===== src/rtl/can_signal_pack_unpack_unit_assert.svh =====
// ----------------------------------------------------------------------------
// CAN signal pack/unpack assertion macros
// Shared property macros for the CAN signal pack/unpack pipeline checks.
// ----------------------------------------------------------------------------
`ifndef CAN_SIGNAL_PACK_UNPACK_UNIT_ASSERT_SVH
`define CAN_SIGNAL_PACK_UNPACK_UNIT_ASSERT_SVH

// The consequent must hold in the same cycle as the antecedent.
`define CSP_ASSERT_SAME(label, ante, cons) \
  label: assert property (@(posedge clk) disable iff (!rst_n) (ante) |-> (cons)) \
    else $error("csp assertion failed");

// The consequent must hold in the cycle after the antecedent.
`define CSP_ASSERT_NEXT(label, ante, cons) \
  label: assert property (@(posedge clk) disable iff (!rst_n) (ante) |=> (cons)) \
    else $error("csp assertion failed");

`endif


===== src/rtl/csp_pkg.sv =====
// ----------------------------------------------------------------------------
// CAN signal pack/unpack package
// Request and pipeline stage types, widths and the byte swap helper.
// ----------------------------------------------------------------------------
package csp_pkg;

  localparam int FRAME_W     = 64;
  localparam int VALUE_W     = 32;
  localparam int IN_TDATA_W  = 112;
  localparam int OUT_TDATA_W = 96;

  typedef struct packed {
    logic [FRAME_W-1:0] frame_in;
    logic [2:0]         first_byte;
    logic [2:0]         first_bit;
    logic [5:0]         signal_bits;
    logic               byte_order;
    logic [VALUE_W-1:0] value_in;
  } req_t;

  typedef struct packed {
    logic [FRAME_W-1:0] frame;
    logic [5:0]         pos;
    logic [VALUE_W-1:0] ins_mask;
    logic [VALUE_W-1:0] ext_mask;
    logic [VALUE_W-1:0] value;
    logic               moto;
    logic               oor;
  } s1_t;

  typedef struct packed {
    logic [FRAME_W-1:0] frame;
    logic [VALUE_W-1:0] value;
    logic               moto;
    logic               oor;
  } s2_t;

  // Reverses the order of the eight frame bytes; bits within a byte keep their place.
  function automatic logic [FRAME_W-1:0] byte_swap(input logic [FRAME_W-1:0] d);
    logic [FRAME_W-1:0] r;
    r = '0;
    for (int i = 0; i < FRAME_W / 8; i++) begin
      r[8*i +: 8] = d[FRAME_W - 8*(i+1) +: 8];
    end
    return r;
  endfunction

endpackage


===== src/rtl/can_signal_pack_unpack_unit.sv =====
// ----------------------------------------------------------------------------
// CAN signal pack/unpack unit
// Three-stage pipeline that inserts a signal into or extracts it from a frame.
// ----------------------------------------------------------------------------
// Requests arrive on the in_ stream: tuser carries the mode (1 inserts,
// 0 extracts) and tdata the frame with its signal descriptor and value.
// Each request yields exactly one result on the out_ stream: the frame after
// insertion and the extracted value in tdata, the range flag in tuser.
// A request passes the decode, shift and output format registers in that
// order before its result is shown on the out_ stream. The block takes one
// request per cycle unless the receiver stalls. Intel and Motorola signals
// share the same shifter, with Motorola handled on the byte-swapped frame.
// A synchronous active-low reset empties all stages; no state is kept.
// When the receiver stalls, each stage holds its request, bubbles are
// filled, and in_tready drops only once every stage is occupied.
// ----------------------------------------------------------------------------
`include "can_signal_pack_unpack_unit_assert.svh"

module can_signal_pack_unpack_unit import csp_pkg::*; #(
  parameter int FRAME_BYTES     = 8,
  parameter int MAX_SIGNAL_BITS = 32
) (
  input  logic                   clk,
  input  logic                   rst_n,
  input  logic                   in_tvalid,
  output logic                   in_tready,
  // frame_in[63:0], first_byte[66:64], first_bit[69:67], signal_bits[75:70],
  // byte_order[76], value_in[108:77], zero pad[111:109]
  input  logic [IN_TDATA_W-1:0]  in_tdata,
  // mode[0]
  input  logic                   in_tuser,
  output logic                   out_tvalid,
  input  logic                   out_tready,
  // frame_out[63:0], value_out[95:64]
  output logic [OUT_TDATA_W-1:0] out_tdata,
  // out_of_range[0]
  output logic                   out_tuser
);

  req_t               req;
  s1_t                s1_nxt;
  s1_t                s1_r;
  s2_t                s2_nxt;
  s2_t                s2_r;
  logic               v1_r;
  logic               v2_r;
  logic               out_valid_r;
  logic [OUT_TDATA_W-1:0] out_tdata_r;
  logic [OUT_TDATA_W-1:0] out_tdata_nxt;
  logic               out_tuser_r;
  logic               ready1;
  logic               ready2;
  logic               ready3;

  assign req.frame_in    = in_tdata[63:0];
  assign req.first_byte  = in_tdata[66:64];
  assign req.first_bit   = in_tdata[69:67];
  assign req.signal_bits = in_tdata[75:70];
  assign req.byte_order  = in_tdata[76];
  assign req.value_in    = in_tdata[108:77];

  csp_decode #(
    .FRAME_BYTES     (FRAME_BYTES),
    .MAX_SIGNAL_BITS (MAX_SIGNAL_BITS)
  ) u_decode (
    .req  (req),
    .mode (in_tuser),
    .s1   (s1_nxt)
  );

  csp_shift u_shift (
    .s1 (s1_r),
    .s2 (s2_nxt)
  );

  assign ready3    = !out_valid_r || out_tready;
  assign ready2    = !v2_r || ready3;
  assign ready1    = !v1_r || ready2;
  assign in_tready = ready1;

  assign out_tdata_nxt = {s2_r.value, s2_r.moto ? byte_swap(s2_r.frame) : s2_r.frame};

  always_ff @(posedge clk) begin
    if (!rst_n) begin
      v1_r        <= 1'b0;
      v2_r        <= 1'b0;
      out_valid_r <= 1'b0;
    end else begin
      if (ready1) begin
        v1_r <= in_tvalid;
      end
      if (ready2) begin
        v2_r <= v1_r;
      end
      if (ready3) begin
        out_valid_r <= v2_r;
      end
    end
  end

  always_ff @(posedge clk) begin
    if (ready1) begin
      s1_r <= s1_nxt;
    end
    if (ready2) begin
      s2_r <= s2_nxt;
    end
    if (ready3) begin
      out_tdata_r <= out_tdata_nxt;
      out_tuser_r <= s2_r.oor;
    end
  end

  assign out_tvalid = out_valid_r;
  assign out_tdata  = out_tdata_r;
  assign out_tuser  = out_tuser_r;

  `CSP_ASSERT_SAME(a_oor_value_zero, out_tvalid && out_tuser, out_tdata[95:64] == '0)
  `CSP_ASSERT_SAME(a_masks_exclusive, v1_r, (s1_r.ins_mask & s1_r.ext_mask) == '0)
  `CSP_ASSERT_NEXT(a_stage2_holds, v2_r && !ready2, v2_r && $stable(s2_r))
  `CSP_ASSERT_SAME(a_full_stall, v1_r && v2_r && out_tvalid && !out_tready, !in_tready)

endmodule


===== src/rtl/csp_decode.sv =====
// ----------------------------------------------------------------------------
// CAN signal pack/unpack descriptor decode
// Saturates the length, finds the bit position, range check and field masks.
// ----------------------------------------------------------------------------
module csp_decode import csp_pkg::*; #(
  parameter int FRAME_BYTES     = 8,
  parameter int MAX_SIGNAL_BITS = 32
) (
  input  req_t req,
  input  logic mode,
  output s1_t  s1
);

  localparam logic [6:0] FRAME_BITS   = 7'(8 * FRAME_BYTES);
  localparam logic [3:0] FRAME_BYTE_N = 4'(FRAME_BYTES);
  localparam logic [5:0] MAX_LEN      = 6'(MAX_SIGNAL_BITS);
  localparam logic [6:0] FRAME_TOP    = 7'(FRAME_W);

  logic [5:0]         len;
  logic [5:0]         start;
  logic [6:0]         span_end;
  logic [6:0]         moto_base;
  logic               oor;
  logic [VALUE_W-1:0] len_mask;
  logic [VALUE_W-1:0] ins_mask;

  // Motorola signals are handled on the byte-swapped frame, where they become
  // contiguous little-endian fields that start at moto_base.
  always_comb begin
    len       = (req.signal_bits > MAX_LEN) ? MAX_LEN : req.signal_bits;
    start     = req.byte_order ? {req.first_byte, ~req.first_bit}
                               : {req.first_byte, req.first_bit};
    span_end  = {1'b0, start} + {1'b0, len};
    if (len == '0) begin
      oor = {1'b0, req.first_byte} >= FRAME_BYTE_N;
    end else begin
      oor = span_end > FRAME_BITS;
    end
    moto_base = FRAME_TOP - span_end;
    len_mask  = VALUE_W'((33'd1 << len) - 33'd1);
    ins_mask  = (!oor && mode) ? len_mask : '0;

    s1.frame    = req.byte_order ? byte_swap(req.frame_in) : req.frame_in;
    s1.pos      = req.byte_order ? moto_base[5:0] : start;
    s1.ins_mask = ins_mask;
    s1.ext_mask = (!oor && !mode) ? len_mask : '0;
    s1.value    = req.value_in & ins_mask;
    s1.moto     = req.byte_order;
    s1.oor      = oor;
  end

endmodule


===== src/rtl/csp_shift.sv =====
// ----------------------------------------------------------------------------
// CAN signal pack/unpack field shifter
// Inserts the masked value at its position or extracts the field from there.
// ----------------------------------------------------------------------------
module csp_shift import csp_pkg::*; (
  input  s1_t s1,
  output s2_t s2
);

  logic [FRAME_W-1:0] field_mask;
  logic [FRAME_W-1:0] field_val;
  logic [FRAME_W-1:0] shifted;

  always_comb begin
    field_mask = {{(FRAME_W-VALUE_W){1'b0}}, s1.ins_mask} << s1.pos;
    field_val  = {{(FRAME_W-VALUE_W){1'b0}}, s1.value} << s1.pos;
    shifted    = s1.frame >> s1.pos;

    s2.frame = (s1.frame & ~field_mask) | field_val;
    s2.value = shifted[VALUE_W-1:0] & s1.ext_mask;
    s2.moto  = s1.moto;
    s2.oor   = s1.oor;
  end

endmodule


===== config.mk =====
export PLATFORM = sky130hd
export DESIGN_NAME = can_signal_pack_unpack_unit
export DESIGN_NICKNAME = d
export VERILOG_FILES = /design/src/rtl/csp_pkg.sv /design/src/rtl/can_signal_pack_unpack_unit.sv /design/src/rtl/csp_decode.sv /design/src/rtl/csp_shift.sv
export VERILOG_INCLUDE_DIRS = /design/src /design/src/rtl
export SDC_FILE = /design/constraint.sdc
export NUM_CORES = 1
export LEC_CHECK = 0
export BUFFER_PORTS_ARGS = -buffer_cell sky130_fd_sc_hd__buf_4
export CORE_MARGIN = 2
export CORE_UTILIZATION = 35
export DETAILED_ROUTE_END_ITERATION = 10
export PLACE_DENSITY_LB_ADDON = 0.15
export SYNTH_ARGS = -nofsm -noshare
export SYNTH_HDL_FRONTEND = slang
export SYNTH_SLANG_ARGS = --single-unit

===== constraint.sdc =====
create_clock -name clk -period 7.6 [get_ports clk]
set_clock_uncertainty 0.2 [all_clocks]
set_input_delay 0.38 -clock clk [delete_from_list [all_inputs] [get_ports clk]]
set_output_delay 0.38 -clock clk [all_outputs]
set_load 0.02 [all_outputs]

* After elaboration in Yosys (flattened, before gate mapping)
Cells that the tools add are included.
** Storage, ports and cells
- Register bits after elaboration :: 366
- Input port bits :: 117
- Word-level logic and storage cells :: 49
** Operators by class
- $add $sub $neg :: 3
- $lt $le $gt $ge :: 2
- Shift operators :: 4
- Muxes and demuxes :: 7
- Bitwise operators :: 6
- Reduce and logical (&&, ||, !) cells :: 11
** Operators by type and width (count)
- $mux W64 :: 2
- $shl A32 B6 Y64 :: 2
- $and A32 B32 Y32 :: 2
- $and A64 B64 Y64 :: 1
- $not A64 Y64 :: 1
- $or A64 B64 Y64 :: 1
- $shr A64 B6 Y32 :: 1
- $mux W32 :: 1
- $shl A1 B6 Y32 const A :: 1
- $sub A32 B1 Y32 const B :: 1
- $mux W6 :: 2
- $add A6 B6 Y7 :: 1
- $gt A7 B7 Y1 const B :: 1
- $gt A6 B6 Y1 const B :: 1
- $logic_not A6 Y1 :: 1
- $sub A1 B6 Y6 const A :: 1
- $logic_not A1 Y1 :: 5
- $logic_or A1 B1 Y1 :: 3
- $mux W3 :: 1
- $not A3 Y3 :: 1
- $logic_and A1 B1 Y1 :: 2
- $mux W1 :: 1

* Longest topological paths before layout
- Depth in word-level cells :: 9
- Gate-level depth with buffers :: 12
- Gate-level depth less buffers :: 9

* By module
From an unflattened synthesis, not the netlist that was laid out.
** Unflattened totals
- Cells, all modules :: 2207
- Area total of the unflattened synthesis :: 25406.9 µm²
** By module, submodules not included
- can_signal_pack_unpack_unit :: times used 1, cells an instance 446, area each 12096.6 µm²
- csp_shift :: times used 1, cells an instance 1344, area each 10475.0 µm²
- csp_decode :: times used 1, cells an instance 417, area each 2835.2 µm²

* Least setup slack after synthesis
OpenSTA, ideal clock, no wires.
- Path kind :: reg-to-reg
- From :: register out_valid_r, in the netlist out_tvalid
- To :: register s1_r[0] in the netlist's numbering (enable)
- Library setup time :: 1.860 ns
- Arrival :: 4.619 ns
- Path slack :: 0.921 ns
- Cell stages (with the launch flop) :: 3
- Clock period less this slack :: 6.679 ns
- Path through :: dfxtp_1 -> nor2b_1 -> nand3_1
** Between the ends
- Cells in the longest elaborated chain, start to end :: 4
** RTL lines
- start, declared :: RTL line can_signal_pack_unpack_unit.sv:47 : logic out_valid_r;
- start signal, assigned :: RTL line can_signal_pack_unpack_unit.sv:96 : out_valid_r <= v2_r;
- $logic_not A1 Y1 :: RTL line can_signal_pack_unpack_unit.sv:76 : assign ready3 = !out_valid_r || out_tready;
- $logic_or A1 B1 Y1 :: RTL line can_signal_pack_unpack_unit.sv:76
- $logic_or A1 B1 Y1 :: RTL line can_signal_pack_unpack_unit.sv:77 : assign ready2 = !v2_r || ready3;
- $logic_or A1 B1 Y1 :: RTL line can_signal_pack_unpack_unit.sv:78 : assign ready1 = !v1_r || ready2;
- net in_tready :: RTL line can_signal_pack_unpack_unit.sv:26 : output logic in_tready,
- end signal, assigned :: RTL line can_signal_pack_unpack_unit.sv:103 : s1_r <= s1_nxt;
- end, declared :: RTL line can_signal_pack_unpack_unit.sv:42 : s1_t s1_r;
The timed path passes the listed nets, and every way through them passes these cells.
A chain may end at the register's enable or synchronous reset.

==> impl_metrics.toml <==
[run_status]
status = "completed"

[clock_network]
ctsHtreeMaxLevel = 2
ctsResizeCount = 0
clkSlewWorstSetupHoldPaths_ns = 0.06
cts_tree = "built"
cts_buffer_depth = 3
cts_buffers = 40
postCtsSetupBuffers = 0
clockRootBuffer = "clkbuf_16"
clkLatencyLatePin_ns = 0.57
clock_sinks = 366

[synth]
yosys.area.top_type = "edfxtp_1"
synth_area_leaders = "edfxtp_1 (46%), mux2_2 (10%), mux4_2 (9.0%), mux2i_1 (3.8%), nand2_1 (3.4%)"
syn_nets = 2068
synth-edff-count = 363
ys_seq_area_share_pct = 46.7
synth_warnings = 0
ys_seq_elements = 366
syn_inst = 1943
synth_cell_types = 83
synth_top_area_share_pct = 46.5
synth_area_um2 = 23500
ys.flop_type = "edfxtp_1"
ys_async_sr_fraction_pct = 0
synth_area_per_cell_um2 = 12.1

[timing]
final-max-slew-violation-count = 0
tightest_slew_ns = 1.27
report.final.setup_viol = 0
fmax_ghz = 0.237
tns_ns = 0
hold_violations = 0
period_share_pct = 55.6
relSlewSlack_pct = 15.0
finalCriticalPeriod_ns = 4.23
rsz0062_at_grt = "no"
fin_ws_ns = 3.37

[routing]
wirelength_um = 94400
postRouteAntennaNets = 0
vias = 18700
drt_drc_violations_left = 0
wl_per_cell_um = 30.5
routed_via_density = 6.04
firstDrtPassIters = 6
initialDrtViolationCount = 2141

[floorplanning]
dieArea_um2 = 69100
num_io_pins = 216
die_h_um = 263
die_w_um = 263
start_util_pct = 35.5
std_cell_rows = 94
core-area_um2 = 66100

[worst_setup_path]
cp_max_fo = 86
worst-setup-path-type = "reg2reg"
critPathRequiredTime_ns = 7.69
end_kind = "flop"
arrival_ns = 4.32
cp-start-kind = "flop"

[flow_run]
drv_cap = 0

[place]
routabilityCongestion = 0.985
dp_hpwl_um = 70200
portBuffers = 212
pre_cts_ws_ns = 3.40

[finish]
final_nets = 2330
postLayoutCoreUtil_pct = 42.8
layout_commonest_cell = "edfxtp_1"
drive_gt1_share_pct = 28.5
area_growth_pct = 20.6
fill_cells = 6169
final_cell_mix = "edfxtp_1 (363), buf_4 (235), nand2_1 (213)"

[power_and_ir_drop]
ir_drop_mv = 0.160
p_total_uw = 7960
leakagePower_uw = 0.0107
p_per_area_nw_per_um2 = 281

[global_routing]
grt_overflow = 0
grt_pass1_wl_um = 134000
gr-usage-all-layers_pct = 26.9
grt_pass1_vias = 18000
antenna_found_initial = 4
grt_max_degree = 134

[worst_hold_path]
hold_path.class = "in2reg"
-- flip-flops by register name, summed over array words and instances, names as in the netlist --
signal         cells
out_tdata_nxt     32
out_tuser          1
s1_r             168
v2_r               1
out_tdata         96
s2_r              66
out_tvalid         1
v1_r               1
-- path summary, 6_finish.rpt --
check / start / depth (start not counted) / end / slack [ns]
hold / removal: in_tdata[98] / 3 / s1_r[23]$_DFFE_PP_ / 0.03
hold reg to reg: out_tdata_nxt[70]$_DFFE_PP_ / 0 / out_tdata[70]$_DFFE_PP_ / 0.22
setup reg to reg: s1_r[98]$_DFFE_PP_ / 7 / s2_r[95]$_DFFE_PP_ / 3.37
setup / recovery: s1_r[98]$_DFFE_PP_ / 7 / s2_r[95]$_DFFE_PP_ / 3.37
-- per-layer routing --
layer	wire (um)	track usage [%]	vias to the layer above
met5	0	0	-
met4	3450	8.79	0
met3	7830	5.18	147
met2	42900	42.4	916
met1	40200	37.3	9520
li1	-	-	8153
-- synthesized netlist by cell type (all sizes together) (11+ instances only) --
cell type / count
nor3: 48
mux4: 117
mux2: 210
a31oi: 20
o22a: 18
and2: 12
a211oi: 16
mux2i: 94
nor2b: 18
a221oi: 11
edfxtp: 363
o221ai: 12
o21ai: 129
nor3b: 30
inv: 22
nand2b: 13
o211ai: 24
nand3: 39
nor2: 130
buf: 77
nand2: 214
xor2: 12
a21oi: 62
o22ai: 17
o21a: 11
clkbuf: 76
a22o: 12
-- worst max-delay path, stage by stage (launching register included) --
cell	delay (ns)
edfxtp_1	0.97
buf_12	0.50
mux2i_1	0.87
a2bb2oi_1	0.59
mux2_2	0.37
nand2_1	0.07
a22oi_1	0.18
nand2_1	0.16
-- logic make-up (layout without fill, tap and decap cells) --
family | after synthesis | count (layout) | share of synthesized area [%]
AO/OA/AOI/OAI | 418 | 418 | 12.1
multiplexers | 421 | 421 | 26.0
buffers and inverters | 176 | 468 | 3.67
XOR/XNOR | 18 | 18 | 0.704
other | 0 | 1 | 0
flip-flops | 366 | 366 | 46.7
AND/OR/NAND/NOR | 536 | 536 | 10.4
adder cells (fa/ha/maj) | 8 | 8 | 0.459
-- cell type report --
type,count,area (um^2),area share [%]
flip-flops and latches,366,11000,38.8
diodes,1,2.50,0.00885
repair buffers,373,3200,11.3
clock buffers,44,1020,3.59
multi-input cells,1401,11700,41.3
inverters,23,91.3,0.323
well taps,864,1080,3.82
clock inverters,28,244,0.863
-- what timing repair did --
item | in CTS | in global routing
hold buffers | 133 | 0
endpoints found under the setup margin | 0 | 0
endpoints found under the hold margin | 102 | 0
-- per-stage QoR --
stage          hold WS [ns]  instances  area (um^2)
2_1_floorplan         0.200       1943        23500
3_5_place_dp          0.205       2894        25700
5_1_grt             0.00585       3099        28300
6_report             0.0260       3100        28300
3_3_place_gp          0.203       2894        25700
4_1_cts             0.00704       3099        28300
-- report_power, final --
| group | internal, uW | switching (uW) |
|---|---|---|
| combinational | 1230 | 1900 |
| clock | 1070 | 793 |
| sequential | 2680 | 287 |
| total | 4980 | 2980 |
No activity file was read; power rests on OpenSTA's default activity.
